`config.mk`:
```
export PLATFORM = sky130hd
export DESIGN_NAME = gns_ctrl
export DESIGN_NICKNAME = d
export VERILOG_FILES = /design/src/sv/gns_pkg.sv /design/src/sv/gns_ctrl.sv
export SDC_FILE = /design/constraint.sdc
export NUM_CORES = 1
export LEC_CHECK = 0
export BUFFER_PORTS_ARGS = -buffer_cell sky130_fd_sc_hd__buf_4
export CORE_MARGIN = 8
export CORE_UTILIZATION = 40
export DETAILED_ROUTE_END_ITERATION = 16
export GPL_TIMING_DRIVEN = 1
export PLACE_DENSITY = 0.64
export SKIP_CTS_REPAIR_TIMING = 1
export SYNTH_ARGS = -nofsm -noshare
export SYNTH_HDL_FRONTEND = slang
export SYNTH_SLANG_ARGS = --single-unit
```
`constraint.sdc`:
```
create_clock -name clock -period 1.8 [get_ports clock]
set_input_delay 0.36 -clock clock [delete_from_list [all_inputs] [get_ports clock]]
set_output_delay 0.36 -clock clock [all_outputs]
set_load 0.03 [all_outputs]
```
`src/sv/gns_pkg.sv`:
```
// shared types, codes and constants of the grid neighbor search block
// no dependencies
package gns_pkg;

   localparam int MAX_POINTS_DEF = 64;
   localparam int MAX_RESULTS    = 64;
   localparam int CS_W           = 23;
   localparam logic [CS_W-1:0] CS_RESET = 23'd256;

   typedef enum logic [1:0] {
      CMD_CLEAR,
      CMD_INSERT,
      CMD_NEIGHBOR,
      CMD_AGGREGATE
   } command_type;

   typedef enum logic [1:0] {
      KIND_EMPTY,
      KIND_NEIGHBOR,
      KIND_AGGREGATE
   } kind_type;

   typedef struct packed {
      command_type        command;
      logic [15:0]        item_index;
      logic signed [23:0] pos_x;
      logic signed [23:0] pos_y;
      logic signed [23:0] pos_z;
      logic signed [23:0] vel_x;
      logic signed [23:0] vel_y;
      logic signed [23:0] vel_z;
      logic signed [23:0] radius;
   } req_type;

   typedef struct packed {
      kind_type           kind;
      logic [15:0]        index_or_count;
      logic signed [23:0] cell_x;
      logic signed [23:0] cell_y;
      logic signed [23:0] cell_z;
      logic signed [23:0] centroid_x;
      logic signed [23:0] centroid_y;
      logic signed [23:0] centroid_z;
      logic signed [23:0] mean_vel_x;
      logic signed [23:0] mean_vel_y;
      logic signed [23:0] mean_vel_z;
      logic               last;
   } rsp_type;

   typedef struct packed {
      logic signed [23:0] cz;
      logic signed [23:0] cy;
      logic signed [23:0] cx;
      logic [15:0]        id;
      logic signed [23:0] px;
      logic signed [23:0] py;
      logic signed [23:0] pz;
      logic signed [23:0] vx;
      logic signed [23:0] vy;
      logic signed [23:0] vz;
   } entry_type;

   typedef enum logic [4:0] {
      S_IDLE,
      S_DECODE,
      S_CELL_GO,
      S_CELL_WAIT,
      S_INS_RD,
      S_INS_CMP,
      S_SH_RD,
      S_SH_WR,
      S_INS_WR,
      S_CR_GO,
      S_CR_WAIT,
      S_R2_MUL,
      S_R2_ST,
      S_Q_RD,
      S_Q_CHK,
      S_AG_RD,
      S_AG_CHK,
      S_AG_END,
      S_MEAN_GO,
      S_MEAN_WAIT,
      S_M0,
      S_M1,
      S_M2,
      S_M3,
      S_TEST,
      S_FINISH
   } state_type;

   typedef enum logic {RD_CUR, RD_PREV} rd_sel_type;
   typedef enum logic {WR_SHIFT, WR_NEW} wr_sel_type;
   typedef enum logic [2:0] {I_HOLD, I_ZERO, I_INC, I_DEC, I_COUNT} i_op_type;
   typedef enum logic [1:0] {DIV_CELL, DIV_CR, DIV_MEAN} div_sel_type;
   typedef enum logic [1:0] {MUL_R, MUL_DX, MUL_DY, MUL_DZ} mul_sel_type;
   typedef enum logic [1:0] {ACC_HOLD, ACC_LOAD, ACC_ADD} acc_op_type;

   typedef struct packed {
      logic        rd_en;
      rd_sel_type  rd_sel;
      logic        wr_en;
      wr_sel_type  wr_sel;
      i_op_type    i_op;
      logic        set_pos;
      logic        count_clear;
      logic        count_inc;
      logic        div_start;
      div_sel_type div_sel;
      logic        store_c;
      logic        store_cr;
      logic        store_mean;
      mul_sel_type mul_sel;
      logic        store_r2;
      acc_op_type  acc_op;
      logic        test;
      logic        grp_load;
      logic        grp_add;
      logic        q_init;
      logic        finish;
      logic [2:0]  ax;
   } ctrl_cmd_type;

   typedef struct packed {
      command_type op;
      logic        i_eq_count;
      logic        i_eq_pos;
      logic        full;
      logic        key_gt;
      logic        in_cube;
      logic        same_cell;
      logic        k_full;
      logic        div_done;
      logic        neg_radius;
   } dp_stat_type;

endpackage

```
`src/sv/gns_ctrl.sv`:
```
// sequencing state machine: cell divisions, sorted insert, table scans
// depends on gns_pkg
module gns_ctrl
   import gns_pkg::*;
(
   input  logic         clock,
   input  logic         reset,
   input  logic         start_accept,
   input  dp_stat_type  stat,
   output ctrl_cmd_type cmd,
   output logic         busy
);

   state_type  state_ff, state_in;
   logic [2:0] ax_ff, ax_in;

   always_comb begin
      state_in = state_ff;
      ax_in    = ax_ff;
      unique case (state_ff)
         S_IDLE: if (start_accept) state_in = S_DECODE;
         S_DECODE: begin
            ax_in = '0;
            state_in = (stat.op == CMD_CLEAR) ? S_IDLE : S_CELL_GO;
         end
         S_CELL_GO: state_in = S_CELL_WAIT;
         S_CELL_WAIT: begin
            if (stat.div_done) begin
               if (ax_ff == 3'd2) begin
                  ax_in = '0;
                  if (stat.op == CMD_INSERT) begin
                     state_in = stat.full ? S_IDLE : S_INS_RD;
                  end else begin
                     state_in = stat.neg_radius ? S_FINISH : S_CR_GO;
                  end
               end else begin
                  ax_in = ax_ff + 3'd1;
                  state_in = S_CELL_GO;
               end
            end
         end
         S_INS_RD:  state_in = stat.i_eq_count ? S_INS_WR : S_INS_CMP;
         S_INS_CMP: state_in = stat.key_gt ? S_SH_RD : S_INS_RD;
         S_SH_RD:   state_in = stat.i_eq_pos ? S_INS_WR : S_SH_WR;
         S_SH_WR:   state_in = S_SH_RD;
         S_INS_WR:  state_in = S_IDLE;
         S_CR_GO:   state_in = S_CR_WAIT;
         S_CR_WAIT: if (stat.div_done) state_in = S_R2_MUL;
         S_R2_MUL:  state_in = S_R2_ST;
         S_R2_ST:   state_in = S_Q_RD;
         S_Q_RD:    state_in = (stat.i_eq_count || stat.k_full) ? S_FINISH : S_Q_CHK;
         S_Q_CHK: begin
            if (stat.op == CMD_AGGREGATE) begin
               state_in = S_AG_RD;
            end else begin
               state_in = stat.in_cube ? S_M0 : S_Q_RD;
            end
         end
         S_AG_RD:  state_in = stat.i_eq_count ? S_AG_END : S_AG_CHK;
         S_AG_CHK: state_in = stat.same_cell ? S_AG_RD : S_AG_END;
         S_AG_END: begin
            ax_in = '0;
            state_in = stat.in_cube ? S_MEAN_GO : S_Q_RD;
         end
         S_MEAN_GO: state_in = S_MEAN_WAIT;
         S_MEAN_WAIT: begin
            if (stat.div_done) begin
               if (ax_ff == 3'd5) begin
                  ax_in = '0;
                  state_in = S_M0;
               end else begin
                  ax_in = ax_ff + 3'd1;
                  state_in = S_MEAN_GO;
               end
            end
         end
         S_M0:     state_in = S_M1;
         S_M1:     state_in = S_M2;
         S_M2:     state_in = S_M3;
         S_M3:     state_in = S_TEST;
         S_TEST:   state_in = S_Q_RD;
         S_FINISH: state_in = S_IDLE;
         default:  state_in = S_IDLE;
      endcase
   end

   always_comb begin
      cmd    = '0;
      cmd.ax = ax_ff;
      unique case (state_ff)
         S_DECODE: cmd.count_clear = (stat.op == CMD_CLEAR);
         S_CELL_GO: begin
            cmd.div_start = 1'b1;
            cmd.div_sel   = DIV_CELL;
         end
         S_CELL_WAIT: begin
            cmd.div_sel = DIV_CELL;
            if (stat.div_done) begin
               cmd.store_c = 1'b1;
               if (ax_ff == 3'd2) begin
                  cmd.i_op   = I_ZERO;
                  cmd.q_init = (stat.op != CMD_INSERT);
               end
            end
         end
         S_INS_RD: begin
            if (stat.i_eq_count) begin
               cmd.set_pos = 1'b1;
            end else begin
               cmd.rd_en  = 1'b1;
               cmd.rd_sel = RD_CUR;
            end
         end
         S_INS_CMP: begin
            if (stat.key_gt) begin
               cmd.set_pos = 1'b1;
               cmd.i_op    = I_COUNT;
            end else begin
               cmd.i_op = I_INC;
            end
         end
         S_SH_RD: begin
            if (!stat.i_eq_pos) begin
               cmd.rd_en  = 1'b1;
               cmd.rd_sel = RD_PREV;
            end
         end
         S_SH_WR: begin
            cmd.wr_en  = 1'b1;
            cmd.wr_sel = WR_SHIFT;
            cmd.i_op   = I_DEC;
         end
         S_INS_WR: begin
            cmd.wr_en     = 1'b1;
            cmd.wr_sel    = WR_NEW;
            cmd.count_inc = 1'b1;
         end
         S_CR_GO: begin
            cmd.div_start = 1'b1;
            cmd.div_sel   = DIV_CR;
         end
         S_CR_WAIT: begin
            cmd.div_sel  = DIV_CR;
            cmd.store_cr = stat.div_done;
         end
         S_R2_MUL: cmd.mul_sel = MUL_R;
         S_R2_ST:  cmd.store_r2 = 1'b1;
         S_Q_RD: begin
            if (!(stat.i_eq_count || stat.k_full)) begin
               cmd.rd_en  = 1'b1;
               cmd.rd_sel = RD_CUR;
            end
         end
         S_Q_CHK: begin
            cmd.i_op     = I_INC;
            cmd.grp_load = (stat.op == CMD_AGGREGATE);
         end
         S_AG_RD: begin
            if (!stat.i_eq_count) begin
               cmd.rd_en  = 1'b1;
               cmd.rd_sel = RD_CUR;
            end
         end
         S_AG_CHK: begin
            if (stat.same_cell) begin
               cmd.grp_add = 1'b1;
               cmd.i_op    = I_INC;
            end
         end
         S_MEAN_GO: begin
            cmd.div_start = 1'b1;
            cmd.div_sel   = DIV_MEAN;
         end
         S_MEAN_WAIT: begin
            cmd.div_sel    = DIV_MEAN;
            cmd.store_mean = stat.div_done;
         end
         S_M0: cmd.mul_sel = MUL_DX;
         S_M1: begin
            cmd.mul_sel = MUL_DY;
            cmd.acc_op  = ACC_LOAD;
         end
         S_M2: begin
            cmd.mul_sel = MUL_DZ;
            cmd.acc_op  = ACC_ADD;
         end
         S_M3:     cmd.acc_op = ACC_ADD;
         S_TEST:   cmd.test = 1'b1;
         S_FINISH: cmd.finish = 1'b1;
         default: ;
      endcase
   end

   always_ff @(posedge clock) begin
      if (reset) begin
         state_ff <= S_IDLE;
         ax_ff    <= '0;
      end else begin
         state_ff <= state_in;
         ax_ff    <= ax_in;
      end
   end

   assign busy = (state_ff != S_IDLE);

   a_ax_range: assert property (@(posedge clock) disable iff (reset)
      ax_ff <= 3'd5) else $error("axis counter out of range");
   a_done_waits: assert property (@(posedge clock) disable iff (reset)
      (stat.div_done && state_ff != S_IDLE) |->
         (state_ff == S_CELL_WAIT || state_ff == S_CR_WAIT || state_ff == S_MEAN_WAIT))
      else $error("divider finished outside a wait state");
   a_accept_idle: assert property (@(posedge clock) disable iff (reset)
      start_accept |=> state_ff == S_DECODE) else $error("item not decoded");

endmodule

```
After elaboration in Yosys (flattened, before gate mapping)
Cells that the tools add are included.

$lt $le $gt $ge: 0. Reductions and logical operators: 14. Divide/modulo/power cells: 0. Mux-type cells: 57. Equal/unequal tests: 34. $add $sub $neg: 1. Shifts and indexed selects: 0. Bitwise operators: 0. Multipliers: 0.

Operators by type and width (number): one-hot mux 5 bit (23 select lines) (1); two-way mux 5 bit (12); == test 5 bit, second input constant (10); == test 5 x 4 -> 1 bit, second input constant (8); two-way mux 3 bit (8); == test 5 x 3 -> 1 bit, second input constant (4); two-way mux 1 bit (20); one-hot mux 3 bit (5 select lines) (1); two-way mux 2 bit (6); one-hot mux 2 bit (2 select lines) (3); one-hot mux 2 bit (3 select lines) (2); OR reduction 2 bit (6); == test 5 x 2 -> 1 bit, second input constant (2); one-hot mux 3 bit (3 select lines) (1); two-way mux 4 bit (2); != test 2 bit, second input constant (4); == test 5 x 1 -> 1 bit, second input constant (1); zero test 5 bit (1); nonzero test 5 bit (1); AND reduction 4 bit (1); adder 3 x 1 -> 3 bit, second input constant (1); == test 3 x 2 -> 1 bit, second input constant (1); == test 3 bit, second input constant (1); AND reduction 3 bit (1); other kinds (8) (8).

Word-level logic and storage cells: 108. Output and inout bits: 30. Memories: 0. Bits in registers: 8. Memory bits (writable): 0. Bits in read-only memories: 0. Bits in latches: 0.

Longest topological paths before layout
Depth after elaboration: 5. Gate-level depth with buffers: 7. Mapped depth without buffers: 5.

Worst setup path after synthesis
Ideal clock, no wire load.

Kind: reg-to-output. Start: register state_ff[1]. End: output port cmd[26] (netlist bit). Required time: 1.440 ns. Slack: -0.443 ns. Data arrival time: 1.883 ns. Stages on the path, launching flop included: 7. Path through: dfxtp_1 buf_2 buf_2 buf_2 nor3_1 nor2b_1 o21bai_1.

RTL lines: from (decl) (line gns_ctrl.sv:14) `state_type state_ff, state_in;`; from (signal assigned) (line gns_ctrl.sv:199) `state_ff <= state_in;`; to (decl) (line gns_ctrl.sv:10) `output ctrl_cmd_type cmd,`.

==> impl_metrics.toml <==
[status]
outcome = "complete, but fails checks"
violations = "setup timing"

[grt]
groute.usage.overall_pct = 20.3
grt_max_degree = 13
grt_pass1_vias = 1717
antenna_found_initial = 0
grt_overflow_total = 0
grt_pass1_wl_um = 8360

[placed_design]
placed_cells = 289
numPortBuffers = 43
pre_cts_ws_ns = -0.0472
finalWeightedCongestion = 0.970
dp_hpwl_um = 4110

[synthesis]
synthMuxAreaShare_pct = 1.66
synth_area_um2 = 1200
synth-adder-area-share_pct = 0
yosysSeqAreaShare_pct = 13.3
synth_flop_cell = "dfxtp_1"
yosys_warnings = 0
synth-edff-count = 0
synth_cells = 188
synth_top_family_by_area = "simple AND/OR/NAND/NOR gates"
synth.avg_cell_area_um2 = 6.40
synth_xor_xnor_area_share_pct = 0.728
synth_compound_area_share_pct = 26.7
synth_simple_gate_area_share_pct = 49.4
synthArstFlopShare_pct = 0
synth.distinct_cells = 49
ys_seq_elements = 8
syn_nets = 202

[cts]
clk_path_buf_depth = 2
htreeDepth = 1
cts_made_buffers = 3
clk_latency_ns = 0.26
clk_pin_slew_ns = 0.06
cts_tree = "built"
root_buffer = "clkbuf_4"
cts_sinks = 8

[route]
dr.pass1.iters = 7
route.detailed.drc = 0
num_vias = 1982
wl_um = 6350
vias_per_cell = 6.31
drt_iter0_drc = 271
wl_per_cell_um = 20.2
ant_nets = 0

[cells_and_area]
drive_gt1_share_pct = 56.6
antennaDiodeCount = 0
nets = 297
fillCellCount = 204
area_growth_pct = 100
stdcell_count = 314

[critical_path]
critPathLaunchType = "register"
critPathCaptureType = "output port"
cp_top_family = "simple AND/OR/NAND/NOR gates"
worstSetupPathType = "reg2out"
path_cells = "or3b_4, or2_4, nor2_4, buf_6"
rr_startpoint = "state_ff[4]"
worstPathArrival_ns = 1.62
path_depth = 4
reg2reg_depth = 7
slowest_stage = "or3b_4"
cp.required_ns = 1.44
critPathBufInv = 1
crit_fanout = 7
rrSetupSlack_ns = -0.05
critPathMaxStageDelay_ns = 0.47
r2r_end = "state_ff[0]"

[sta]
setup_tns_ns = -0.721
hold_viol = 0
period_share_pct = 110
clock.fmax_ghz = 0.505
rsz0062_at_grt = "yes"
fin_skew_ns = 0.00303
setup_viol = 11
max_slew.worst_pin.slew_ns = 0.428
relSlewSlack_pct = 71.4
worst_slack_ns = -0.179
slew_viol_final = 0
fin_crit_ns = 1.98

[floorplanning]
fp.dieH_um = 70.9
initial_core_util_pct = 40.8
die_w_um = 70.9
pin_count = 44
core-area_um2 = 2950
rows = 20
die-area_um2 = 5020

[power_and_ir_drop]
p_clk_share_pct = 19.9
p_leak_nw = 1.05
p_sw_share_pct = 39.8
vdd.ir_drop.worst_mv = 0.393
seq_power_share_pct = 27.1
internal-power_mw = 0.422
power.total_mw = 0.702
switchingPower_mw = 0.279
pwr-share-comb_pct = 53.0
cellPowerDensity_nw_per_um2 = 291

[min_path]
holdPathStages = 2
whs_endpoint = "ax_ff[0]"
hold_path.class = "in2reg"
min-delay-start = "reset"

[run]
drv_cap = 0
[synthesized netlist by cell type (2+ instances only)]
| library cell | count | share of area (%) |
|---|---|---|
| nand3_1 | 6 | 2.5 |
| a21o_1 | 2 | 1.2 |
| clkbuf_1 | 5 | 1.6 |
| nand2b_1 | 12 | 6.2 |
| and3b_1 | 2 | 1.5 |
| and3_1 | 2 | 1.0 |
| o21bai_1 | 2 | 1.2 |
| nor2_1 | 23 | 7.2 |
| dfxtp_1 | 8 | 13 |
| a21oi_1 | 12 | 5.0 |
| inv_1 | 5 | 1.6 |
| nand3b_1 | 2 | 1.2 |
| nor3b_1 | 2 | 1.2 |
| nor4_1 | 3 | 1.6 |
| buf_2 | 7 | 2.9 |
| o21ai_0 | 10 | 4.2 |
| or3b_1 | 2 | 1.5 |
| o21a_1 | 2 | 1.2 |
| o32ai_1 | 2 | 1.5 |
| nand2_1 | 13 | 4.1 |
| or2_2 | 2 | 1.0 |
| and4b_1 | 3 | 2.5 |
| o211ai_1 | 2 | 1.2 |
| a311oi_1 | 2 | 1.5 |
| buf_6 | 2 | 1.9 |
| a31oi_1 | 3 | 1.6 |
| nor2b_1 | 8 | 4.2 |
| nand4_1 | 2 | 1.0 |
| mux2i_1 | 2 | 1.7 |
| nor3_1 | 21 | 8.7 |
[cells by family (layout without fill, tap and decap cells)]
logic type	Yosys count	count (layout)
buffers and inverters	20	113
multiplexers	2	2
flip-flops	8	8
AND/OR/NAND/NOR	109	109
XOR/XNOR	1	1
AO/OA/AOI/OAI	48	48
[metrics by stage]
stage	hold slack, ns	util [%]	instance area, um2
after CTS	0.288	63.7	1880
after floorplan	0.429	-	1280
final	0.298	81.5	2410
after global routing	0.298	81.5	2410
after global placement	0.521	63.0	1860
after detailed placement	0.550	63.0	1860
[cell usage in the layout, fill, tap and decap left out, drive strengths merged, types with 3 or more instances in the layout]
cell type,instances
buf,105
nor2,23
nor3,22
nand2,13
a21oi,12
nand2b,12
o21ai,10
dfxtp,8
nor2b,8
nand3,6
inv,5
or2,4
a31oi,3
clkbuf,3
or3b,3
nor4,3
and4b,3
[layout make-up]
| class | instances | area (um2) | share of cell area (%) |
|---|---|---|---|
| Multi-Input combinational cell | 160 | 1230 | 50.9 |
| Inverter | 5 | 21.3 | 0.884 |
| Sequential cell | 8 | 186 | 7.74 |
| Clock buffer | 3 | 22.5 | 0.936 |
| Tap cell | 33 | 41.3 | 1.72 |
| Timing Repair Buffer | 105 | 910 | 37.8 |
[state kept, by name, summed over array words and instances (netlist names)]
register / flops
ax_ff: 3
state_ff: 5
[power groups by stage]
| stage | sequential, mW | clock, mW | combinational, mW |
|---|---|---|---|
| floorplan | 0.203 | 0 | 0.166 |
| global placement | 0.199 | 0 | 0.285 |
| detailed placement | 0.199 | 0 | 0.287 |
| CTS | 0.195 | 0.145 | 0.289 |
| global route | 0.191 | 0.156 | 0.391 |
| finish | 0.190 | 0.140 | 0.372 |
[per-layer routing]
layer  vias up  GRT usage, %  part of all wire (%)  wire, um
met5         -             0                     0         0
met4         0          6.24                   3.5       223
met3        23          5.93                    10       651
met2       154          32.3                    47      2990
met1       930          25.4                    39      2490
li1        875             -                     -         -
[how the worst max path moves through the flow]
| stage | from | end | slack, ns |
|---|---|---|---|
| global route | state_ff[0] | cmd[6] | -0.21 |
| detailed placement | state_ff[4] | state_ff[0] | -0.05 |
| global placement | state_ff[4] | cmd[6] | -0.05 |
| finish | state_ff[0] | cmd[6] | -0.18 |
| floorplan | state_ff[4] | cmd[26] | -0.26 |
| CTS | state_ff[4] | cmd[6] | -0.32 |
(Power assumes the default switching activity.)
